==> src/hw/rtl/pps_pkg.sv <==
// Shared types and codes for the preemptive priority scheduler.
`default_nettype none

package pps_pkg;

	// Field widths fixed by the request and result formats
	localparam int PID_W   = 8;
	localparam int BURST_W = 16;
	localparam int PRIO_W  = 8;
	localparam int KIND_W  = 2;
	localparam int TIME_W  = 32;

	// Request commands
	localparam logic CMD_ADMIT = 1'b0;
	localparam logic CMD_TICK  = 1'b1;

	// Result kinds
	localparam logic [KIND_W-1:0] KIND_ADMIT_OK  = 2'd0;
	localparam logic [KIND_W-1:0] KIND_ADMIT_REJ = 2'd1;
	localparam logic [KIND_W-1:0] KIND_RAN       = 2'd2;
	localparam logic [KIND_W-1:0] KIND_IDLE      = 2'd3;

	// Classified request handed from the front end to the scheduler core
	typedef struct packed {
		logic               tick;
		logic               zero_burst;
		logic [PID_W-1:0]   pid;
		logic [BURST_W-1:0] burst;
		logic [PRIO_W-1:0]  prio;
	} cmd_t;

endpackage

`default_nettype wire

==> src/hw/rtl/pps_front.sv <==
// Front end: accepts requests, classifies them and buffers them in a two-entry queue.
`default_nettype none

module pps_front #(
	parameter int REMAINING_BITS = 16
) (
	input  wire logic                        clk,
	input  wire logic                        arst_n,
	input  wire logic                        req_valid,
	output logic                             req_stall,
	input  wire logic                        command,
	input  wire logic [pps_pkg::PID_W-1:0]   process_id,
	input  wire logic [pps_pkg::BURST_W-1:0] burst_time,
	input  wire logic [pps_pkg::PRIO_W-1:0]  priority_req,
	output logic                             cmd_valid,
	output pps_pkg::cmd_t                    cmd,
	input  wire logic                        cmd_pop
);

	// Largest remaining time the core counters can hold
	localparam logic [32:0] REM_MAX = (33'd1 << REMAINING_BITS) - 33'd1;

	pps_pkg::cmd_t ent_q [2];
	logic          wr_q;
	logic          rd_q;
	logic [1:0]    cnt_q;
	pps_pkg::cmd_t cls;
	logic          push;

	// Classify: flag zero bursts, saturate oversize bursts
	always_comb begin
		cls.tick       = (command == pps_pkg::CMD_TICK);
		cls.zero_burst = (burst_time == '0);
		cls.pid        = process_id;
		cls.prio       = priority_req;
		if ({17'd0, burst_time} > REM_MAX) begin
			cls.burst = REM_MAX[pps_pkg::BURST_W-1:0];
		end else begin
			cls.burst = burst_time;
		end
	end

	assign req_stall = (cnt_q == 2'd2);
	assign push      = req_valid && !req_stall;
	assign cmd_valid = (cnt_q != 2'd0);
	assign cmd       = ent_q[rd_q];

	// Queue storage
	always_ff @(posedge clk) begin
		if (push) begin
			ent_q[wr_q] <= cls;
		end
	end

	// Queue pointers and fill
	always_ff @(posedge clk or negedge arst_n) begin
		if (!arst_n) begin
			wr_q  <= 1'b0;
			rd_q  <= 1'b0;
			cnt_q <= 2'd0;
		end else begin
			if (push) begin
				wr_q <= ~wr_q;
			end
			if (cmd_pop) begin
				rd_q <= ~rd_q;
			end
			cnt_q <= cnt_q + {1'b0, push} - {1'b0, cmd_pop};
		end
	end

endmodule

`default_nettype wire

==> src/hw/rtl/pps_core.sv <==
// Scheduler core: ready-queue cells, priority tree, compaction and result register.
`default_nettype none

module pps_core #(
	parameter int QUEUE_DEPTH    = 16,
	parameter int REMAINING_BITS = 16
) (
	input  wire logic                        clk,
	input  wire logic                        arst_n,
	input  wire logic                        cmd_valid,
	input  wire pps_pkg::cmd_t               cmd,
	output logic                             cmd_pop,
	output logic                             res_valid,
	input  wire logic                        res_stall,
	output logic [pps_pkg::KIND_W-1:0]       result_kind,
	output logic [pps_pkg::PID_W-1:0]        process_id_res,
	output logic [pps_pkg::BURST_W-1:0]      remaining_before,
	output logic [pps_pkg::PRIO_W-1:0]       run_priority,
	output logic                             finished,
	output logic [pps_pkg::TIME_W-1:0]       time_unit
);

	localparam int IDX_W  = $clog2(QUEUE_DEPTH);
	localparam int CNT_W  = $clog2(QUEUE_DEPTH + 1);
	localparam int LEAVES = 1 << IDX_W;
	localparam int REM_W  = REMAINING_BITS;

	// Cells
	logic [QUEUE_DEPTH-1:0]    valid_q;
	logic [pps_pkg::PID_W-1:0] pid_q  [QUEUE_DEPTH];
	logic [REM_W-1:0]          rem_q  [QUEUE_DEPTH];
	logic [pps_pkg::PRIO_W-1:0] prio_q [QUEUE_DEPTH];
	logic [CNT_W-1:0]          count_q;
	logic [pps_pkg::TIME_W-1:0] time_q;

	// Neighbour values for compaction
	logic [pps_pkg::PID_W-1:0]  up_pid  [QUEUE_DEPTH];
	logic [REM_W-1:0]           up_rem  [QUEUE_DEPTH];
	logic [pps_pkg::PRIO_W-1:0] up_prio [QUEUE_DEPTH];
	logic [QUEUE_DEPTH-1:0]     up_valid;

	// Priority tree nodes, heap order, root at 1
	logic                       n_valid [2*LEAVES];
	logic [pps_pkg::PRIO_W-1:0] n_prio  [2*LEAVES];
	logic [IDX_W-1:0]           n_idx   [2*LEAVES];
	logic [pps_pkg::PID_W-1:0]  n_pid   [2*LEAVES];
	logic [REM_W-1:0]           n_rem   [2*LEAVES];

	// Output register
	logic                        res_valid_q;
	logic [pps_pkg::KIND_W-1:0]  kind_q;
	logic [pps_pkg::PID_W-1:0]   opid_q;
	logic [pps_pkg::BURST_W-1:0] orem_q;
	logic [pps_pkg::PRIO_W-1:0]  oprio_q;
	logic                        ofin_q;
	logic [pps_pkg::TIME_W-1:0]  otime_q;

	logic             fire;
	logic             run;
	logic             done;
	logic             admit_ok;
	logic [IDX_W-1:0] best;

	assign up_valid = {1'b0, valid_q[QUEUE_DEPTH-1:1]};

	genvar gi;
	generate
		for (gi = 0; gi < QUEUE_DEPTH; gi++) begin : g_up
			if (gi < QUEUE_DEPTH - 1) begin : g_mid
				assign up_pid[gi]  = pid_q[gi+1];
				assign up_rem[gi]  = rem_q[gi+1];
				assign up_prio[gi] = prio_q[gi+1];
			end else begin : g_last
				assign up_pid[gi]  = '0;
				assign up_rem[gi]  = '0;
				assign up_prio[gi] = '0;
			end
		end

		// Unused heap slot
		assign n_valid[0] = 1'b0;
		assign n_prio[0]  = '0;
		assign n_idx[0]   = '0;
		assign n_pid[0]   = '0;
		assign n_rem[0]   = '0;

		// Leaves
		for (gi = 0; gi < LEAVES; gi++) begin : g_leaf
			if (gi < QUEUE_DEPTH) begin : g_real
				assign n_valid[LEAVES+gi] = valid_q[gi];
				assign n_prio[LEAVES+gi]  = prio_q[gi];
				assign n_pid[LEAVES+gi]   = pid_q[gi];
				assign n_rem[LEAVES+gi]   = rem_q[gi];
			end else begin : g_pad
				assign n_valid[LEAVES+gi] = 1'b0;
				assign n_prio[LEAVES+gi]  = '0;
				assign n_pid[LEAVES+gi]   = '0;
				assign n_rem[LEAVES+gi]   = '0;
			end
			assign n_idx[LEAVES+gi] = IDX_W'(gi);
		end

		// Inner nodes: right wins only with a strictly lower number, so ties keep queue order
		for (gi = 1; gi < LEAVES; gi++) begin : g_node
			logic pick_r;
			assign pick_r = n_valid[2*gi+1] &&
				(!n_valid[2*gi] || (n_prio[2*gi+1] < n_prio[2*gi]));
			assign n_valid[gi] = n_valid[2*gi] || n_valid[2*gi+1];
			assign n_prio[gi]  = pick_r ? n_prio[2*gi+1] : n_prio[2*gi];
			assign n_idx[gi]   = pick_r ? n_idx[2*gi+1]  : n_idx[2*gi];
			assign n_pid[gi]   = pick_r ? n_pid[2*gi+1]  : n_pid[2*gi];
			assign n_rem[gi]   = pick_r ? n_rem[2*gi+1]  : n_rem[2*gi];
		end
	endgenerate

	// Request handling control
	assign fire     = cmd_valid && (!res_valid_q || !res_stall);
	assign cmd_pop  = fire;
	assign best     = n_idx[1];
	assign run      = fire && cmd.tick && n_valid[1];
	assign done     = (n_rem[1] == REM_W'(1));
	assign admit_ok = fire && !cmd.tick && !cmd.zero_burst &&
		(count_q != CNT_W'(QUEUE_DEPTH));

	// Cell payload: append, decrement, or move up behind a finished entry
	always_ff @(posedge clk) begin
		for (int i = 0; i < QUEUE_DEPTH; i++) begin
			if (admit_ok && (count_q == CNT_W'(i))) begin
				pid_q[i]  <= cmd.pid;
				rem_q[i]  <= REM_W'(cmd.burst);
				prio_q[i] <= cmd.prio;
			end else if (run && done && (IDX_W'(i) >= best)) begin
				pid_q[i]  <= up_pid[i];
				rem_q[i]  <= up_rem[i];
				prio_q[i] <= up_prio[i];
			end else if (run && (IDX_W'(i) == best)) begin
				rem_q[i] <= rem_q[i] - REM_W'(1);
			end
		end
	end

	// Valid bits, fill and time
	always_ff @(posedge clk or negedge arst_n) begin
		if (!arst_n) begin
			valid_q <= '0;
			count_q <= '0;
			time_q  <= '0;
		end else begin
			if (admit_ok) begin
				valid_q[count_q[IDX_W-1:0]] <= 1'b1;
				count_q <= count_q + CNT_W'(1);
			end else if (run && done) begin
				for (int i = 0; i < QUEUE_DEPTH; i++) begin
					if (IDX_W'(i) >= best) begin
						valid_q[i] <= up_valid[i];
					end
				end
				count_q <= count_q - CNT_W'(1);
			end
			if (fire && cmd.tick) begin
				time_q <= time_q + 32'd1;
			end
		end
	end

	// Result payload
	always_ff @(posedge clk) begin
		if (fire) begin
			otime_q <= time_q;
			if (!cmd.tick) begin
				kind_q  <= admit_ok ? pps_pkg::KIND_ADMIT_OK : pps_pkg::KIND_ADMIT_REJ;
				opid_q  <= cmd.pid;
				orem_q  <= '0;
				oprio_q <= '0;
				ofin_q  <= 1'b0;
			end else if (n_valid[1]) begin
				kind_q  <= pps_pkg::KIND_RAN;
				opid_q  <= n_pid[1];
				orem_q  <= pps_pkg::BURST_W'(n_rem[1]);
				oprio_q <= n_prio[1];
				ofin_q  <= done;
			end else begin
				kind_q  <= pps_pkg::KIND_IDLE;
				opid_q  <= '0;
				orem_q  <= '0;
				oprio_q <= '0;
				ofin_q  <= 1'b0;
			end
		end
	end

	// Result valid
	always_ff @(posedge clk or negedge arst_n) begin
		if (!arst_n) begin
			res_valid_q <= 1'b0;
		end else if (fire) begin
			res_valid_q <= 1'b1;
		end else if (!res_stall) begin
			res_valid_q <= 1'b0;
		end
	end

	assign res_valid        = res_valid_q;
	assign result_kind      = kind_q;
	assign process_id_res   = opid_q;
	assign remaining_before = orem_q;
	assign run_priority     = oprio_q;
	assign finished         = ofin_q;
	assign time_unit        = otime_q;

`ifndef SYNTHESIS
	a_count_range: assert property (@(posedge clk) disable iff (!arst_n)
		count_q <= CNT_W'(QUEUE_DEPTH))
		else $error("ready queue fill beyond depth");

	a_valid_matches_count: assert property (@(posedge clk) disable iff (!arst_n)
		$countones(valid_q) == int'(count_q))
		else $error("valid cells disagree with fill");

	a_admit_grows: assert property (@(posedge clk) disable iff (!arst_n)
		admit_ok |=> count_q == $past(count_q) + CNT_W'(1))
		else $error("accepted admit did not grow the queue");

	a_tick_time: assert property (@(posedge clk) disable iff (!arst_n)
		(fire && cmd.tick) |=> time_q == $past(time_q) + 32'd1)
		else $error("tick did not advance time");

	a_finish_shrinks: assert property (@(posedge clk) disable iff (!arst_n)
		(run && done) |=> count_q == $past(count_q) - CNT_W'(1))
		else $error("finished entry not removed");
`endif

endmodule

`default_nettype wire

==> src/hw/rtl/preemptive_priority_scheduler.sv <==
// Top level of the preemptive priority scheduler.
// A request either admits a process (id, burst, priority) at the tail of a ready queue of
// QUEUE_DEPTH entries or runs one time unit; every request yields exactly one result. A tick
// runs the entry with the lowest priority number, the earliest-queued one on a tie, reports
// its remaining time before the unit and removes it when that reaches zero; an empty queue
// reports idle and time still advances. Zero bursts and admits to a full queue are rejected.
// One request is taken per cycle sustained while res_stall is low; an accepted request is
// written into a two-entry request queue; the core then handles it and loads its result
// into the result register. The priority tree over the queue cells is combinational, and
// the core selects, decrements and compacts in the same cycle. No clearing pass is needed
// after reset.
`default_nettype none

module preemptive_priority_scheduler #(
	parameter int QUEUE_DEPTH    = 16,
	parameter int REMAINING_BITS = 16
) (
	input  wire logic                        clk,
	input  wire logic                        arst_n,
	input  wire logic                        req_valid,
	output logic                             req_stall,
	input  wire logic                        command,
	input  wire logic [pps_pkg::PID_W-1:0]   process_id,
	input  wire logic [pps_pkg::BURST_W-1:0] burst_time,
	input  wire logic [pps_pkg::PRIO_W-1:0]  priority_req,
	output logic                             res_valid,
	input  wire logic                        res_stall,
	output logic [pps_pkg::KIND_W-1:0]       result_kind,
	output logic [pps_pkg::PID_W-1:0]        process_id_res,
	output logic [pps_pkg::BURST_W-1:0]      remaining_before,
	output logic [pps_pkg::PRIO_W-1:0]       run_priority,
	output logic                             finished,
	output logic [pps_pkg::TIME_W-1:0]       time_unit
);

	logic          cmd_valid;
	logic          cmd_pop;
	pps_pkg::cmd_t cmd;

	// Request classification and buffering
	pps_front #(
		.REMAINING_BITS(REMAINING_BITS)
	) u_front (
		.clk         (clk),
		.arst_n      (arst_n),
		.req_valid   (req_valid),
		.req_stall   (req_stall),
		.command     (command),
		.process_id  (process_id),
		.burst_time  (burst_time),
		.priority_req(priority_req),
		.cmd_valid   (cmd_valid),
		.cmd         (cmd),
		.cmd_pop     (cmd_pop)
	);

	// Scheduling and results
	pps_core #(
		.QUEUE_DEPTH   (QUEUE_DEPTH),
		.REMAINING_BITS(REMAINING_BITS)
	) u_core (
		.clk             (clk),
		.arst_n          (arst_n),
		.cmd_valid       (cmd_valid),
		.cmd             (cmd),
		.cmd_pop         (cmd_pop),
		.res_valid       (res_valid),
		.res_stall       (res_stall),
		.result_kind     (result_kind),
		.process_id_res  (process_id_res),
		.remaining_before(remaining_before),
		.run_priority    (run_priority),
		.finished        (finished),
		.time_unit       (time_unit)
	);

endmodule

`default_nettype wire
==> config.mk <==
export PLATFORM = sky130hd
export DESIGN_NAME = preemptive_priority_scheduler
export DESIGN_NICKNAME = d
export VERILOG_FILES = /design/src/hw/rtl/pps_pkg.sv /design/src/hw/rtl/pps_front.sv /design/src/hw/rtl/pps_core.sv /design/src/hw/rtl/preemptive_priority_scheduler.sv
export SDC_FILE = /design/constraint.sdc
export NUM_CORES = 2
export LEC_CHECK = 0
export BUFFER_PORTS_ARGS = -buffer_cell sky130_fd_sc_hd__buf_4
export CAP_MARGIN = 20
export CORE_MARGIN = 2
export CORE_UTILIZATION = 25
export CTS_BUF_LIST = sky130_fd_sc_hd__clkbuf_8
export DETAILED_ROUTE_END_ITERATION = 8
export GPL_TIMING_DRIVEN = 0
export SLEW_MARGIN = 10
export SYNTH_ARGS = -nofsm -noshare
export SYNTH_HDL_FRONTEND = slang
export SYNTH_HIERARCHICAL = 1
export SYNTH_SLANG_ARGS = --single-unit
==> constraint.sdc <==
create_clock -name clk -period 14.3 [get_ports clk]
set_clock_uncertainty 0.05 [all_clocks]
set_input_delay 0.715 -clock clk [delete_from_list [all_inputs] [get_ports clk]]
set_output_delay 0.715 -clock clk [all_outputs]
set_load 0.02 [all_outputs]
==> flow_summary.yaml <==
die:
  die_w_microns: 426
  coreArea_sq_mm: 0.178
  io_pins: 106
  die_h_microns: 426
  rows: 155
  start_util_pct: 25.1
  die_area_sq_mm: 0.182
sta:
  maxSlewHeadroom_pct: 16.5
  rsz0062_at_grt: "false"
  finalMaxSlewViolations: 0
  hold_viol_final: 0
  fmaxAchievable_mhz: 73.1
  worst_pin_slew_ps: 1250
  finalSetupTns_ps: 0
  setup_viol: 0
  finalCritPeriodShare_pct: 95.6
  min_period_ps: 13670
clock_tree:
  clk_pin_slew_ps: 60
  htreeDepth: 4
  cts_sinks: 705
  clock_path_buffers: 3
  tritoncts: "yes"
  cts_inserted_buffers: 133
  root_buffer: "clkbuf_8"
  clock_latency_ps: 850
yosys:
  synth_cell_types: 92
  synth_fp_nets: 4442
  synth_edf_count: 647
  synth_area_sq_mm: 0.0446
  yosysSeqAreaShare_pct: 46.8
  synth.avg_cell_area_sq_um: 10.4
  ys_seq_elements: 705
  synth_async_sr_flop_share_pct: 8.23
  yosysWarnings: 6
  synthCells: 4283
  synth_ff_type: "edfxtp_1"
routing:
  drt_iter0_drc: 3586
  wl_microns: 160000
  vias: 35944
  drc: 0
  antenna_left: 0
  firstDrtPassIters: 8
  viasPerCell: 5.11
  routedWlPerCell_microns: 22.8
placed_design:
  portBuffers: 105
  hpwl_microns: 123000
  post_dp_cell_area_sq_mm: 0.0487
  gp_congestion: 0.993
power:
  vdd_drop_max_v: 0.000202
  leakagePower_nw: 18.4
  p_int_mw: 6.15
  p_per_area_mw_per_mm2: 234
  power_mw: 12.1
  combPwrFrac_pct: 57.7
  seqPwrFrac_pct: 26.3
  power_frac_clock_pct: 16.1
  switching_power_mw: 5.94
  switching_share_pct: 49.1
global_route:
  overflow: 0
  antenna_found_initial: 2
  grt_pass1_wl_microns: 233000
  grt_usage_pct: 17.1
  first_global_vias: 34953
  grt_max_degree: 59
run:
  cap_violations: 0
cells_and_area:
  fin_area_sq_mm: 0.0517
  mostFrequentLayoutCells: "edfxtp_1 (647), nand2_1 (516), nor2_1 (325)"
  layout_commonest_cell: "edfxtp_1"
  nets: 4732
  drive_gt1_share_pct: 15.8
  area_growth_pct: 15.8
setup_path:
  cp_common_cell: "clkbuf_1"
  crit_arrival_ps: 14100
  required_ps: 14720
  max_stage_delay_ps: 920
  endpoint_kind: "register"
  crit_type: "register to register"
  crit_fanout: 10
  cp_slowest_cell: "a211oi_1"
  start_kind: "register"
worst_hold_path:
  hold_path.class: "primary input to register"
run_status:
  status: "finished clean"
area by class of cell:
| class | count | area [sq um] |
|---|---|---|
| Multi-Input combinational cell | 3172 | 22200 |
| Fill cell | 18419 | 126000 |
| Tap cell | 2355 | 2950 |
| Timing Repair Buffer | 161 | 1430 |
| Inverter | 133 | 502 |
| Clock buffer | 144 | 1980 |
| Clock inverter | 93 | 564 |
| Antenna cell | 2 | 5.00 |
| Buffer | 267 | 1210 |
| Sequential cell | 705 | 20900 |
layer usage:
metal | up-vias | GRT usage [%] | part of all wire [%]
met5 | - | 0 | 0
met4 | 0 | 7.71 | 4.6
met3 | 335 | 2.61 | 7.2
met2 | 1572 | 27.4 | 46
met1 | 17684 | 22.7 | 42
li1 | 16353 | - | -
critical path, delay by kind of cell, from the launching register on:
family,cells,cell delay (ps)
AO/OA/AOI/OAI,18,5070
adder cells (fa/ha/maj),4,1270
buffers and inverters,13,4600
flip-flops,1,440
AND/OR/NAND/NOR,8,1870
worst paths after layout:
path	from	end	slack, ps	cells past startpoint
worst max-delay path	u_core/prio_q[1][49]$_DFFE_PP_	u_core/remaining_before[11]$_SDFFCE_PN0P_	630	43
worst min-delay path	priority_req[5]	u_front/ent_q[1][5]$_DFFE_PP_	50	1
worst max register to register	u_core/prio_q[1][49]$_DFFE_PP_	u_core/remaining_before[11]$_SDFFCE_PN0P_	630	43
worst min register to register	u_core/time_q[6]$_DFFE_PN0P_	u_core/time_unit[6]$_DFFE_PP_	410	0
max in group asynchronous	arst_n	u_core/valid_q[5]$_DFFE_PN0P_	13100	2
min in group asynchronous	arst_n	u_core/time_q[21]$_DFFE_PN0P_	480	2
cell usage after synthesis, types with 11 or more instances:
cell,instances,area [sq um]
a2111oi_0,11,96.3
a211o_1,11,96.3
a211oi_1,64,480
a21o_1,23,173
a21oi_1,195,976
a31oi_1,19,119
and3_1,25,156
buf_1,23,86.3
buf_2,37,185
clkbuf_1,197,739
dfrtp_1,58,1450
edfxtp_1,647,19400
ha_1,122,1530
inv_1,132,495
mux2_1,151,1700
mux2_2,270,3040
mux2_4,29,435
mux2i_1,210,2100
nand2_1,521,1960
nand2b_1,23,144
nand3_1,71,355
nand4_1,35,219
nor2_1,327,1230
nor2b_1,34,213
nor3_1,85,425
nor4_1,64,400
o211ai_1,29,218
o21a_1,18,135
o21ai_0,307,1540
o21ai_1,36,180
or2_2,19,119
or3_1,38,238
or4_1,26,195
xnor2_1,173,1520
xor2_1,74,648
repair_timing:
item                       4_1_cts  5_1_grt
setup endpoints to repair     1078      966
hold buffers                    31        0
hold endpoints to repair       118        0
setup buffers                    1        2
pin swaps                        0        1
gates resized for setup         28       20
state kept, by name, summed over array words and instances, names as in the netlist, 16 cells and up:
name	flops
u_front/ent_q	68
u_core/rem_q	256
u_core/remaining_before	16
u_core/pid_q	128
u_core/time_q	32
u_core/prio_q	128
u_core/time_unit	32
u_core/valid_q	16
metrics by stage:
step           std cells  hold slack [ps]  setup slack [ps]  utilization [%]
6_report            7032             53.1               625             29.1
5_1_grt             7031             28.9              39.7             29.1
4_1_cts             7030             3.59              56.8             29.0
3_5_place_dp        6763              394             -2130             27.4
3_3_place_gp        6743              388             -3490             27.2
2_1_floorplan       4283              369              2960                -
cell families after synthesis:
logic type	count (synthesis)	synth area share [%]
buffers and inverters	406	3.80
AOI/OAI and AO/OA	826	11.3
muxes	660	16.3
adders and majority gates	123	3.44
DFF	705	46.8
and+or+nand+nor	1316	13.5
xor gates and xnor gates	247	4.85
power by group through the flow:
stage	Clock, mW	Sequential [mW]	Combinational [mW]
after floorplan	0	3.21	3.98
after global placement	0	3.21	6.56
after detailed placement	0	3.21	6.68
after CTS	1.99	3.17	6.75
after global routing	2.07	3.20	7.33
final	1.94	3.18	6.97
Note: power is estimated with default switching activity, not from simulation.
